==> config.mk <==
export PLATFORM = sky130hd
export DESIGN_NAME = stable_priority_queue
export DESIGN_NICKNAME = d
export VERILOG_FILES = /design/src/hw/rtl/spq_pkg.sv /design/src/hw/rtl/spq_mem.sv /design/src/hw/rtl/spq_scan.sv /design/src/hw/rtl/stable_priority_queue.sv
export SDC_FILE = /design/constraint.sdc
export NUM_CORES = 1
export LEC_CHECK = 0
export ABC_CLOCK_PERIOD_IN_PS = 7000
export BUFFER_PORTS_ARGS = -buffer_cell sky130_fd_sc_hd__clkbuf_2
export CAP_MARGIN = 20
export CORE_MARGIN = 8
export CORE_UTILIZATION = 35
export DETAILED_ROUTE_END_ITERATION = 10
export HOLD_SLACK_MARGIN = 0.05
export SLEW_MARGIN = 20
export SYNTH_ARGS = -nofsm -noshare
export SYNTH_HDL_FRONTEND = slang
export SYNTH_HIERARCHICAL = 1
export SYNTH_SLANG_ARGS = --single-unit
==> constraint.sdc <==
create_clock -name clk_i -period 7 [get_ports clk_i]
set_clock_uncertainty 0.1 [all_clocks]
set_input_delay 0.7 -clock clk_i [delete_from_list [all_inputs] [get_ports clk_i]]
set_output_delay 0.7 -clock clk_i [all_outputs]
set_load 0.02 [all_outputs]
==> src/hw/rtl/spq_pkg.sv <==
// Shared types and constants for the stable priority queue.
// No dependencies; imported by every module of the block.
package spq_pkg;

  localparam int unsigned CAPACITY = 16;
  localparam int unsigned PRI_W    = 8;
  localparam int unsigned PAY_W    = 32;
  localparam int unsigned IDX_W    = $clog2(CAPACITY);
  localparam int unsigned CNT_W    = $clog2(CAPACITY + 1);
  localparam int unsigned REQ_W    = 3;
  localparam int unsigned ST_W     = 2;
  localparam int unsigned ENT_W    = PRI_W + PAY_W;
  localparam int unsigned IN_W     = REQ_W + PRI_W + PAY_W;
  localparam int unsigned OUT_W    = ST_W + PRI_W + PAY_W + CNT_W;
  localparam int unsigned IN_TW    = ((IN_W + 7) / 8) * 8;
  localparam int unsigned OUT_TW   = ((OUT_W + 7) / 8) * 8;

  // Request codes
  localparam logic [REQ_W-1:0] REQ_PUSH       = 3'd0;
  localparam logic [REQ_W-1:0] REQ_POP        = 3'd1;
  localparam logic [REQ_W-1:0] REQ_PEEK       = 3'd2;
  localparam logic [REQ_W-1:0] REQ_PEEK_PRI   = 3'd3;
  localparam logic [REQ_W-1:0] REQ_REMOVE_PRI = 3'd4;

  // Status codes
  localparam logic [ST_W-1:0] STAT_OK    = 2'd0;
  localparam logic [ST_W-1:0] STAT_EMPTY = 2'd1;
  localparam logic [ST_W-1:0] STAT_FULL  = 2'd2;

  // Compare mode of the shared scan unit
  typedef enum logic [1:0] {
    MODE_LE,
    MODE_EQ,
    MODE_ANY
  } scan_mode_e;

  // Verdict of the scan unit for one entry
  typedef struct packed {
    logic             hit;
    logic             last;
    logic [IDX_W-1:0] idx_next;
  } scan_res_t;

endpackage

==> src/hw/rtl/spq_mem.sv <==
// Entry store of the priority queue: one write port, one registered read port.
// Depends on spq_pkg.
module spq_mem (
  input  logic                      clk_i,
  input  logic                      we_i,
  input  logic [spq_pkg::IDX_W-1:0] waddr_i,
  input  logic [spq_pkg::ENT_W-1:0] wdata_i,
  input  logic [spq_pkg::IDX_W-1:0] raddr_i,
  output logic [spq_pkg::ENT_W-1:0] rdata_o
);
  import spq_pkg::*;

  logic [ENT_W-1:0] mem [CAPACITY];
  logic [ENT_W-1:0] rdata_q;

  // Write entry
  always_ff @(posedge clk_i) begin
    if (we_i) begin
      mem[waddr_i] <= wdata_i;
    end
  end

  // Register read data
  always_ff @(posedge clk_i) begin
    rdata_q <= mem[raddr_i];
  end

  assign rdata_o = rdata_q;

endmodule

==> src/hw/rtl/spq_scan.sv <==
// Shared compare unit: judges one stored entry against the search key and
// steps the scan index. Depends on spq_pkg.
module spq_scan (
  input  spq_pkg::scan_mode_e       mode_i,
  input  logic [spq_pkg::PRI_W-1:0] key_i,
  input  logic [spq_pkg::PRI_W-1:0] entry_pri_i,
  input  logic [spq_pkg::IDX_W-1:0] idx_i,
  input  logic [spq_pkg::CNT_W-1:0] fill_i,
  output spq_pkg::scan_res_t        res_o
);
  import spq_pkg::*;

  logic [CNT_W-1:0] idx_inc;

  assign idx_inc = CNT_W'(idx_i) + CNT_W'(1);

  // Compare and step
  always_comb begin
    res_o.idx_next = idx_inc[IDX_W-1:0];
    res_o.last     = (idx_inc == fill_i);
    case (mode_i)
      MODE_LE:  res_o.hit = (entry_pri_i <= key_i);
      MODE_EQ:  res_o.hit = (entry_pri_i == key_i);
      MODE_ANY: res_o.hit = 1'b1;
      default:  res_o.hit = 1'b0;
    endcase
  end

endmodule

==> src/hw/rtl/stable_priority_queue.sv <==
// Stable priority queue: sorted entry store, one compare unit, a sequencer.
// Each entry scanned passes a read and an evaluate state, each entry moved a
//   read and a write state, and a stored push adds an insert state; the
//   result then waits in the done state until the output register is free.
// Throughput: one request at a time; the next is taken in the cycle after the
//   result is loaded. Reset empties the queue at once; the store is not cleared.
module stable_priority_queue (
  input  logic                       clk_i,
  input  logic                       rst_ni,
  input  logic                       s_axis_tvalid,
  output logic                       s_axis_tready,
  // [2:0] req_type, [10:3] priority_req, [42:11] payload, rest zero
  input  logic [spq_pkg::IN_TW-1:0]  s_axis_tdata,
  output logic                       m_axis_tvalid,
  input  logic                       m_axis_tready,
  // [1:0] status, [9:2] out_priority, [41:10] out_payload, [46:42] count
  output logic [spq_pkg::OUT_TW-1:0] m_axis_tdata
);
  import spq_pkg::*;

  typedef enum logic [2:0] {
    S_IDLE,
    S_SCAN_RD,
    S_SCAN_EV,
    S_SHIFT_RD,
    S_SHIFT_WR,
    S_INSERT,
    S_DONE
  } state_e;

  state_e           state_q, state_d;
  logic [REQ_W-1:0] req_q, req_d;
  logic [PRI_W-1:0] key_q, key_d;
  logic [PAY_W-1:0] pay_q, pay_d;
  logic [IDX_W-1:0] idx_q, idx_d;
  logic [IDX_W-1:0] ptr_q, ptr_d;
  logic [CNT_W-1:0] fill_q, fill_d;
  logic [ST_W-1:0]  rst_q, rst_d;
  logic [PRI_W-1:0] rpri_q, rpri_d;
  logic [PAY_W-1:0] rpay_q, rpay_d;
  logic             m_valid_q, m_valid_d;
  logic [ST_W-1:0]  ost_q, ost_d;
  logic [PRI_W-1:0] opri_q, opri_d;
  logic [PAY_W-1:0] opay_q, opay_d;
  logic [CNT_W-1:0] ocnt_q, ocnt_d;

  logic             mem_we;
  logic [IDX_W-1:0] mem_waddr;
  logic [ENT_W-1:0] mem_wdata;
  logic [IDX_W-1:0] mem_raddr;
  logic [ENT_W-1:0] mem_rdata;
  scan_mode_e       mode;
  scan_res_t        scan;
  logic             shift_up;
  logic             removes;
  logic [IDX_W-1:0] ptr_dec;
  logic [IDX_W-1:0] ptr_inc;
  logic [CNT_W-1:0] ptr_inc2;
  logic             s_accept;

  assign s_accept = s_axis_tvalid && s_axis_tready;
  assign shift_up = (req_q == REQ_PUSH);
  assign removes  = (req_q == REQ_POP) || (req_q == REQ_REMOVE_PRI);
  assign ptr_dec  = ptr_q - IDX_W'(1);
  assign ptr_inc  = ptr_q + IDX_W'(1);
  assign ptr_inc2 = CNT_W'(ptr_q) + CNT_W'(2);

  // Pick compare mode from the request
  always_comb begin
    case (req_q)
      REQ_PUSH:                      mode = MODE_LE;
      REQ_POP, REQ_PEEK:             mode = MODE_ANY;
      REQ_PEEK_PRI, REQ_REMOVE_PRI:  mode = MODE_EQ;
      default:                       mode = MODE_ANY;
    endcase
  end

  spq_scan u_scan (
    .mode_i      (mode),
    .key_i       (key_q),
    .entry_pri_i (mem_rdata[PRI_W-1:0]),
    .idx_i       (idx_q),
    .fill_i      (fill_q),
    .res_o       (scan)
  );

  // Store access per state
  always_comb begin
    mem_we    = 1'b0;
    mem_waddr = ptr_q;
    mem_wdata = mem_rdata;
    mem_raddr = idx_q;
    case (state_q)
      S_SHIFT_RD: mem_raddr = shift_up ? ptr_dec : ptr_inc;
      S_SHIFT_WR: mem_we = 1'b1;
      S_INSERT: begin
        mem_we    = 1'b1;
        mem_waddr = idx_q;
        mem_wdata = {pay_q, key_q};
      end
      default: mem_raddr = idx_q;
    endcase
  end

  spq_mem u_mem (
    .clk_i   (clk_i),
    .we_i    (mem_we),
    .waddr_i (mem_waddr),
    .wdata_i (mem_wdata),
    .raddr_i (mem_raddr),
    .rdata_o (mem_rdata)
  );

  // Sequencer next state
  always_comb begin
    state_d   = state_q;
    req_d     = req_q;
    key_d     = key_q;
    pay_d     = pay_q;
    idx_d     = idx_q;
    ptr_d     = ptr_q;
    fill_d    = fill_q;
    rst_d     = rst_q;
    rpri_d    = rpri_q;
    rpay_d    = rpay_q;
    m_valid_d = m_valid_q;
    ost_d     = ost_q;
    opri_d    = opri_q;
    opay_d    = opay_q;
    ocnt_d    = ocnt_q;

    // Drop the result once taken
    if (m_valid_q && m_axis_tready) begin
      m_valid_d = 1'b0;
    end

    case (state_q)
      S_IDLE: begin
        if (s_accept) begin
          req_d  = s_axis_tdata[REQ_W-1:0];
          key_d  = s_axis_tdata[REQ_W +: PRI_W];
          pay_d  = s_axis_tdata[REQ_W+PRI_W +: PAY_W];
          rst_d  = STAT_OK;
          rpri_d = '0;
          rpay_d = '0;
          idx_d  = '0;
          case (s_axis_tdata[REQ_W-1:0])
            REQ_PUSH: begin
              if (fill_q == CNT_W'(CAPACITY)) begin
                rst_d   = STAT_FULL;
                state_d = S_DONE;
              end else if (fill_q == '0) begin
                state_d = S_INSERT;
              end else begin
                state_d = S_SCAN_RD;
              end
            end
            REQ_POP, REQ_PEEK, REQ_PEEK_PRI, REQ_REMOVE_PRI: begin
              if (fill_q == '0) begin
                rst_d   = STAT_EMPTY;
                state_d = S_DONE;
              end else begin
                state_d = S_SCAN_RD;
              end
            end
            default: state_d = S_DONE;
          endcase
        end
      end
      S_SCAN_RD: state_d = S_SCAN_EV;
      S_SCAN_EV: begin
        if (shift_up) begin
          // Find the slot behind all entries of lower or equal priority
          if (scan.hit && scan.last) begin
            idx_d   = scan.idx_next;
            state_d = S_INSERT;
          end else if (scan.hit) begin
            idx_d   = scan.idx_next;
            state_d = S_SCAN_RD;
          end else begin
            ptr_d   = fill_q[IDX_W-1:0];
            state_d = S_SHIFT_RD;
          end
        end else if (scan.hit) begin
          rpri_d = mem_rdata[PRI_W-1:0];
          rpay_d = mem_rdata[ENT_W-1:PRI_W];
          ptr_d  = idx_q;
          if (!removes) begin
            state_d = S_DONE;
          end else if (scan.last) begin
            fill_d  = fill_q - CNT_W'(1);
            state_d = S_DONE;
          end else begin
            state_d = S_SHIFT_RD;
          end
        end else if (scan.last) begin
          rst_d   = STAT_EMPTY;
          state_d = S_DONE;
        end else begin
          idx_d   = scan.idx_next;
          state_d = S_SCAN_RD;
        end
      end
      S_SHIFT_RD: state_d = S_SHIFT_WR;
      S_SHIFT_WR: begin
        if (shift_up) begin
          // Move entries up one slot, from the tail down to the gap
          ptr_d   = ptr_dec;
          state_d = (ptr_dec > idx_q) ? S_SHIFT_RD : S_INSERT;
        end else begin
          // Close the gap, moving entries down one slot
          ptr_d = ptr_inc;
          if (ptr_inc2 < fill_q) begin
            state_d = S_SHIFT_RD;
          end else begin
            fill_d  = fill_q - CNT_W'(1);
            state_d = S_DONE;
          end
        end
      end
      S_INSERT: begin
        fill_d  = fill_q + CNT_W'(1);
        state_d = S_DONE;
      end
      S_DONE: begin
        // Hand the result to the output register when it is free
        if (!m_valid_q || m_axis_tready) begin
          m_valid_d = 1'b1;
          ost_d     = rst_q;
          opri_d    = rpri_q;
          opay_d    = rpay_q;
          ocnt_d    = fill_q;
          state_d   = S_IDLE;
        end
      end
      default: state_d = S_IDLE;
    endcase
  end

  // Hold state and registered outputs
  always_ff @(posedge clk_i or negedge rst_ni) begin
    if (!rst_ni) begin
      state_q   <= S_IDLE;
      req_q     <= '0;
      key_q     <= '0;
      pay_q     <= '0;
      idx_q     <= '0;
      ptr_q     <= '0;
      fill_q    <= '0;
      rst_q     <= STAT_OK;
      rpri_q    <= '0;
      rpay_q    <= '0;
      m_valid_q <= 1'b0;
      ost_q     <= STAT_OK;
      opri_q    <= '0;
      opay_q    <= '0;
      ocnt_q    <= '0;
    end else begin
      state_q   <= state_d;
      req_q     <= req_d;
      key_q     <= key_d;
      pay_q     <= pay_d;
      idx_q     <= idx_d;
      ptr_q     <= ptr_d;
      fill_q    <= fill_d;
      rst_q     <= rst_d;
      rpri_q    <= rpri_d;
      rpay_q    <= rpay_d;
      m_valid_q <= m_valid_d;
      ost_q     <= ost_d;
      opri_q    <= opri_d;
      opay_q    <= opay_d;
      ocnt_q    <= ocnt_d;
    end
  end

  assign s_axis_tready = (state_q == S_IDLE);
  assign m_axis_tvalid = m_valid_q;
  assign m_axis_tdata  = OUT_TW'({ocnt_q, opay_q, opri_q, ost_q});

  // Fill level never passes capacity
  a_fill_bound: assert property (@(posedge clk_i) disable iff (!rst_ni)
    fill_q <= CNT_W'(CAPACITY))
    else $error("fill level above capacity");

  // Fill level moves only on insert or on the end of a removal
  a_fill_moves: assert property (@(posedge clk_i) disable iff (!rst_ni)
    !$stable(fill_q) |-> ($past(state_q) == S_INSERT || $past(state_q) == S_SCAN_EV
                          || $past(state_q) == S_SHIFT_WR))
    else $error("fill level changed outside insert or removal");

  // A refused push reports a full queue
  a_full_count: assert property (@(posedge clk_i) disable iff (!rst_ni)
    (m_valid_q && ost_q == STAT_FULL) |-> (ocnt_q == CNT_W'(CAPACITY)))
    else $error("full status with room left");

  // Empty or not-found results carry no entry
  a_empty_zero: assert property (@(posedge clk_i) disable iff (!rst_ni)
    (m_valid_q && ost_q == STAT_EMPTY) |-> (opri_q == '0 && opay_q == '0))
    else $error("entry returned with empty status");

  // The store is written only while a request is in work
  a_write_busy: assert property (@(posedge clk_i) disable iff (!rst_ni)
    mem_we |-> (state_q == S_SHIFT_WR || state_q == S_INSERT))
    else $error("store written outside shift or insert");

endmodule

# Yosys cells after proc, flatten, opt, wreduce, memory -nomap -nowiden

Memories as Yosys holds them, arrays and structs flattened. A register that Yosys moved wholly into a read port is not among the register bits.
Index checks and enable logic that the tools add are counted.

Logic and storage cells: 147
Input port bits: 52
Bits in registers: 149
RAM bits: 640
Memories kept: 1

Reduce and logical (&&, ||, !) cells: 25
Equality and inequality tests: 33
Multiplexer cells: 64
Order comparisons: 3
Add/subtract/negate cells: 6

Memories:

| name      | depth | bits a word | rd ports | clocked after memory_dff | write ports | line          | source |
|---|---|---|---|---|---|---|---|
| u_mem.mem | 16    | 40          | 1        | 1                        | 1           | spq_mem.sv:13 | `logic [ENT_W-1:0] mem [CAPACITY];` |

Operators by type and width:

| kind                 | count |
|---|---|
| $mux W32             | 3 |
| $pmux W32 S2         | 1 |
| $mux W4              | 13 |
| $mux W3              | 14 |
| $mux W40             | 1 |
| $mux W5              | 6 |
| $mux W8              | 3 |
| $pmux W3 S7          | 1 |
| $ne A2 B2 Y1 const B | 8 |
| $pmux W4 S2          | 2 |
| $pmux W8 S2          | 1 |
| $eq A3 B2 Y1 const B | 5 |
| $eq A3 B3 Y1 const B | 5 |
| $ne A3 B3 Y1 const B | 5 |
| $pmux W5 S3          | 1 |
| $mux W2              | 6 |
| $pmux W2 S2          | 3 |
| $reduce_and A5 Y1    | 2 |
| $eq A3 B1 Y1 const B | 3 |
| $logic_not A3 Y1     | 3 |
| $eq A8 B8 Y1         | 1 |
| $le A8 B8 Y1         | 1 |
| $reduce_and A4 Y1    | 2 |
| $mux W1              | 7 |
| other kinds (27)     | 34 |

# Depth between registers and ports, before layout

Depth after elaboration: 9
Depth in mapped cells: 14
Gate-level depth less buffers: 12

# Modules after synthesis

The synthesis kept the hierarchy.

Modules (own cells, without submodules):

| module                | cells each | seq. area each (um2) | area an instance (um2) | instances |
|---|---|---|---|---|
| spq_mem               | 1,040      | 20,019.2             | 25,130.4               | 1 |
| stable_priority_queue | 630        | 3,728.6              | 7,191.9                | 1 |
| spq_scan              | 47         | 0.0                  | 354.1                  | 1 |

# Worst setup path before layout

Ideal clock, no wire load.

Path type: register -> register
From: register state_q[1]
To: memory u_mem/mem[0][0] in the netlist's numbering (enable)
Period minus slack after synthesis: 5.293 ns
Library setup time: 0.487 ns
Arrival: 4.706 ns
Required time: 6.413 ns
Slack: 1.707 ns
Stages on the path, launching flop included: 10
Cell sequence: dfrtp_1 -> buf_2 -> nor2b_1 -> nand2_1 -> buf_2 -> buf_2 -> nand2_1 -> o21ai_0 -> or3b_2 -> nor3_1

Word-level cells in the longest chain between the ends: 5

Ends and longest elaborated chain:

| element                         | line                         | source |
|---|---|---|
| from (decl)                     | stable_priority_queue.sv:31  | `state_e state_q, state_d;` |
| from (signal assigned)          | stable_priority_queue.sv:259 | `state_q <= state_d;` |
| $eq A3 B3 Y1                    | stable_priority_queue.sv:93  | `case (state_q)` |
| $reduce_or A2 Y1 (no line) *    | n/a                          |  |
| $mux W1 *                       | stable_priority_queue.sv:93  |  |
| net mem_we                      | stable_priority_queue.sv:47  | `logic mem_we;` |
| $mux W1 *                       | spq_mem.sv:18                | `if (we_i) begin` |
| $mux W1 (not written as such) * | spq_mem.sv:19                | `mem[waddr_i] <= wdata_i;` |
| to (decl)                       | spq_mem.sv:13                |  |

The timed path passes the listed nets; every way through them passes the cells marked *.

# Worst setup path after layout

From: register state_q[2]
To: memory u_mem/mem[15][1] in the netlist's numbering (enable)

Same word-level chain as after synthesis.

==> results.txt <==
# setup viols final - 0
CP required - 7170 ps
Synth Cell Area - 32680 um^2
CTS Buffer Depth - 3
top_reg_cell synth - edfxtp_1
Placed Cells - 3008
Die X-Extent - 321.6 um
share of layout cells above drive strength 1 - 0.2812
Initial Util - 0.3517
Detailed Route Iter0 Violations - 1411
CTS Sinks - 829
Post-CTS Setup Bufs - 0
FF-to-FF End - u_mem/mem[15][1]
ANT cells - 0
sequential share of the synthesized area - 0.7268
clock latency on the worst-skew pair - 650 ps
initial antenna violation count - 0
ANT nets after route - 0
gpl congestion - 0.7744
synthesized flop and latch total - 829
PwrDens - 444.2 nW/um^2
placed cell areas - 34580 um^2
gr ovfl total - 0
total track usage - 0.1405
ys async rst share - 0.1797
Layout fillers - 8212
M1 WL - 32580 um
Placeable Area - 92910 um^2
Setup TNS - 0 ps
EDFF count, synth - 640
commonest cells in the netlist - edfxtp_1 (640), nand2_1 (154), dfrtp_1 (149)
WP data arrival - 5380 ps
Lkg Pwr - 13.02 nW
HPWL Detailed - 39760 um
die area - 103400 um^2
capturing element type of the critical path - flop
Syn Inst Count - 1717
vias per cell - 5.129
met2 WL - 33940 um
vias - 16.27k
number of core rows - 112
Tcrit/Tclk final - 0.7440
Synthesized Nets - 1795
Final nets - 1921
peak supply drop - 0.4052 mV
DR top layer - met4
post-synth top area cell - edfxtp_1
Period minus WS final - 5208 ps
Wirelength per Cell - 23.05 um
Routed WL - 73100 um
top-count cell post-synth - edfxtp_1
Reg-to-Reg Start - state_q[2]
met3 wire length - 4997 um
post_cts resized - 0
status - finished, final reports clean
Max Slew Vio Count - 0
fmax - 192.0 MHz
critical path class - reg2reg
CTS clock-pin slew for the worst setup and hold paths - 60 ps
area share of the largest cell type after synthesis - 0.5881
CTS buffer count - 86
clock root cell - clkbuf_16
layout overhead on the synthesized area - 15.06%
Synth Warn # - 6
I/O pin total - 102
Max-Cap Viols - 0
first-pass GRT wire length - 110200 um
average size of a mapped cell - 19.03 um^2
vias in the first global route - 17.09k
H-Tree Depth - 3
Synth cell types - 66
port bufs - 95
r2r worst-path depth - 6
Area contributors post-synth - edfxtp_1 (59%), dfrtp_1 (11%), mux4_2 (6.9%)
Pre-antenna DRT Iters - 7
Slew @ Worst Pin - 1147 ps
die height - 321.6 um
HP Class - in2async
relative slew slack - 0.2336
CTS tree - done
Crit Path Max Fanout - 27
Worst setup SP type - flop
RSZ-0062 raised after global routing - false
pin count of the biggest net entering global routing - 135
DRC viols - 0
CTS Hold Buffers Added - 0
Layout Cells excl Fill - 3171
Hold Violations, Final - 0
R2R Setup Slk - 1790 ps
design area - 37600 um^2
==> critical path: stages, from the launching register on <==
cell and delay, ps:
dfrtp_1 610, nor2b_1 570, nand2_2 660, o21ai_0 1050, nand2_1 500, nor2_4 720
buf_4 610
==> cell usage in the layout (no fill, tap or decap), drive strengths merged, types with 3 or more instances in the layout <==
| cell | netlist | final |
|---|---|---|
| nand4 | 7 | 7 |
| nand2b | 7 | 7 |
| xnor2 | 11 | 11 |
| nor4 | 3 | 3 |
| a21oi | 16 | 16 |
| a31oi | 3 | 3 |
| nor3b | 3 | 3 |
| clkinv | 0 | 25 |
| inv | 23 | 26 |
| mux4 | 160 | 160 |
| buf | 56 | 38 |
| edfxtp | 640 | 640 |
| o41ai | 3 | 3 |
| mux2i | 8 | 8 |
| a21o | 4 | 4 |
| nand3 | 8 | 8 |
| ha | 25 | 25 |
| nor2 | 27 | 27 |
| nor3 | 9 | 9 |
| dfrtp | 149 | 149 |
| a22oi | 83 | 83 |
| o211ai | 3 | 3 |
| nor2b | 8 | 8 |
| mux2 | 133 | 133 |
| clkinvlp | 0 | 3 |
| bufinv | 0 | 9 |
| dfxtp | 40 | 40 |
| clkbuf | 38 | 216 |
| o21ai | 63 | 63 |
| nand2 | 155 | 155 |
| xor2 | 6 | 6 |
==> report_power, final <==
part / internal (mW) / switching, mW / total [mW]
combinational: 2.00 / 2.81 / 4.81
sequential: 6.66 / 0.498 / 7.16
clock: 2.84 / 1.89 / 4.73
==> stage by stage <==
step                      worst slack, ps  utilization  hold slack [ps]  total power, mW
after floorplan                      1707            -            304.4            10.76
after global placement               2046       0.3722            342.7            11.97
after detailed placement             1886       0.3722            350.0            12.12
after CTS                            1844       0.4044            71.49            16.89
after global routing                 1523       0.4047            65.70            17.56
final                                1792       0.4047            6.110            16.70
==> routing by layer <==
layer | up-vias | track usage
met4 | 0 | 0.03691
met3 | 104 | 0.03259
met1 | 8519 | 0.1953
li1 | 7132 | -
met5 | - | 0
met2 | 510 | 0.2222
==> sequential cells by signal, summed over array words and instances (netlist names) <==
name	flops
u_mem/mem	640
u_mem/rdata_o	40
opay_q	32
pay_q	32
rpay_q	32
key_q	8
opri_q	8
rpri_q	8
fill_q	5
ocnt_q	5
idx_q	4
ptr_q	4
req_q	3
state_q	3
ost_q	2
rst_q	2
m_axis_tvalid	1
==> worst max path at each step <==
stage	from	cells past startpoint	to
3_3_place_gp	state_q[2]	6	u_mem/mem[3][21]
5_1_grt	state_q[2]	6	u_mem/mem[15][33]
6_report	state_q[2]	6	u_mem/mem[15][1]
4_1_cts	state_q[2]	6	u_mem/mem[3][21]
3_5_place_dp	state_q[2]	6	u_mem/mem[3][21]
2_1_floorplan	state_q[1]	9	u_mem/mem[0][0]
==> final cells by class <==
type | instances | area [um^2] | share of cell area
multi-input combinational | 771 | 8397 | 0.2233
tap | 1254 | 1569 | 0.04173
inverter | 23 | 86.33 | 0.002296
clock buffer | 122 | 2502 | 0.06656
clock inverter | 40 | 489.2 | 0.01301
timing repair buffer | 132 | 804.5 | 0.02140
sequential | 829 | 23750 | 0.6317
==> cells by family (layout without fill, tap and decap cells) <==
group / count (synthesis) / in the layout / synth area share
flops: 829 / 829 / 0.7268
mux: 301 / 301 / 0.1657
compound gates: 187 / 187 / 0.03783
fa+ha+maj: 27 / 27 / 0.01049
other cells: 1 / 1 / 0.0001148
buf+inv: 117 / 317 / 0.02163
xor+xnor: 17 / 17 / 0.004786
simple gates: 238 / 238 / 0.03270
Note: power is estimated with default switching activity, not from simulation.
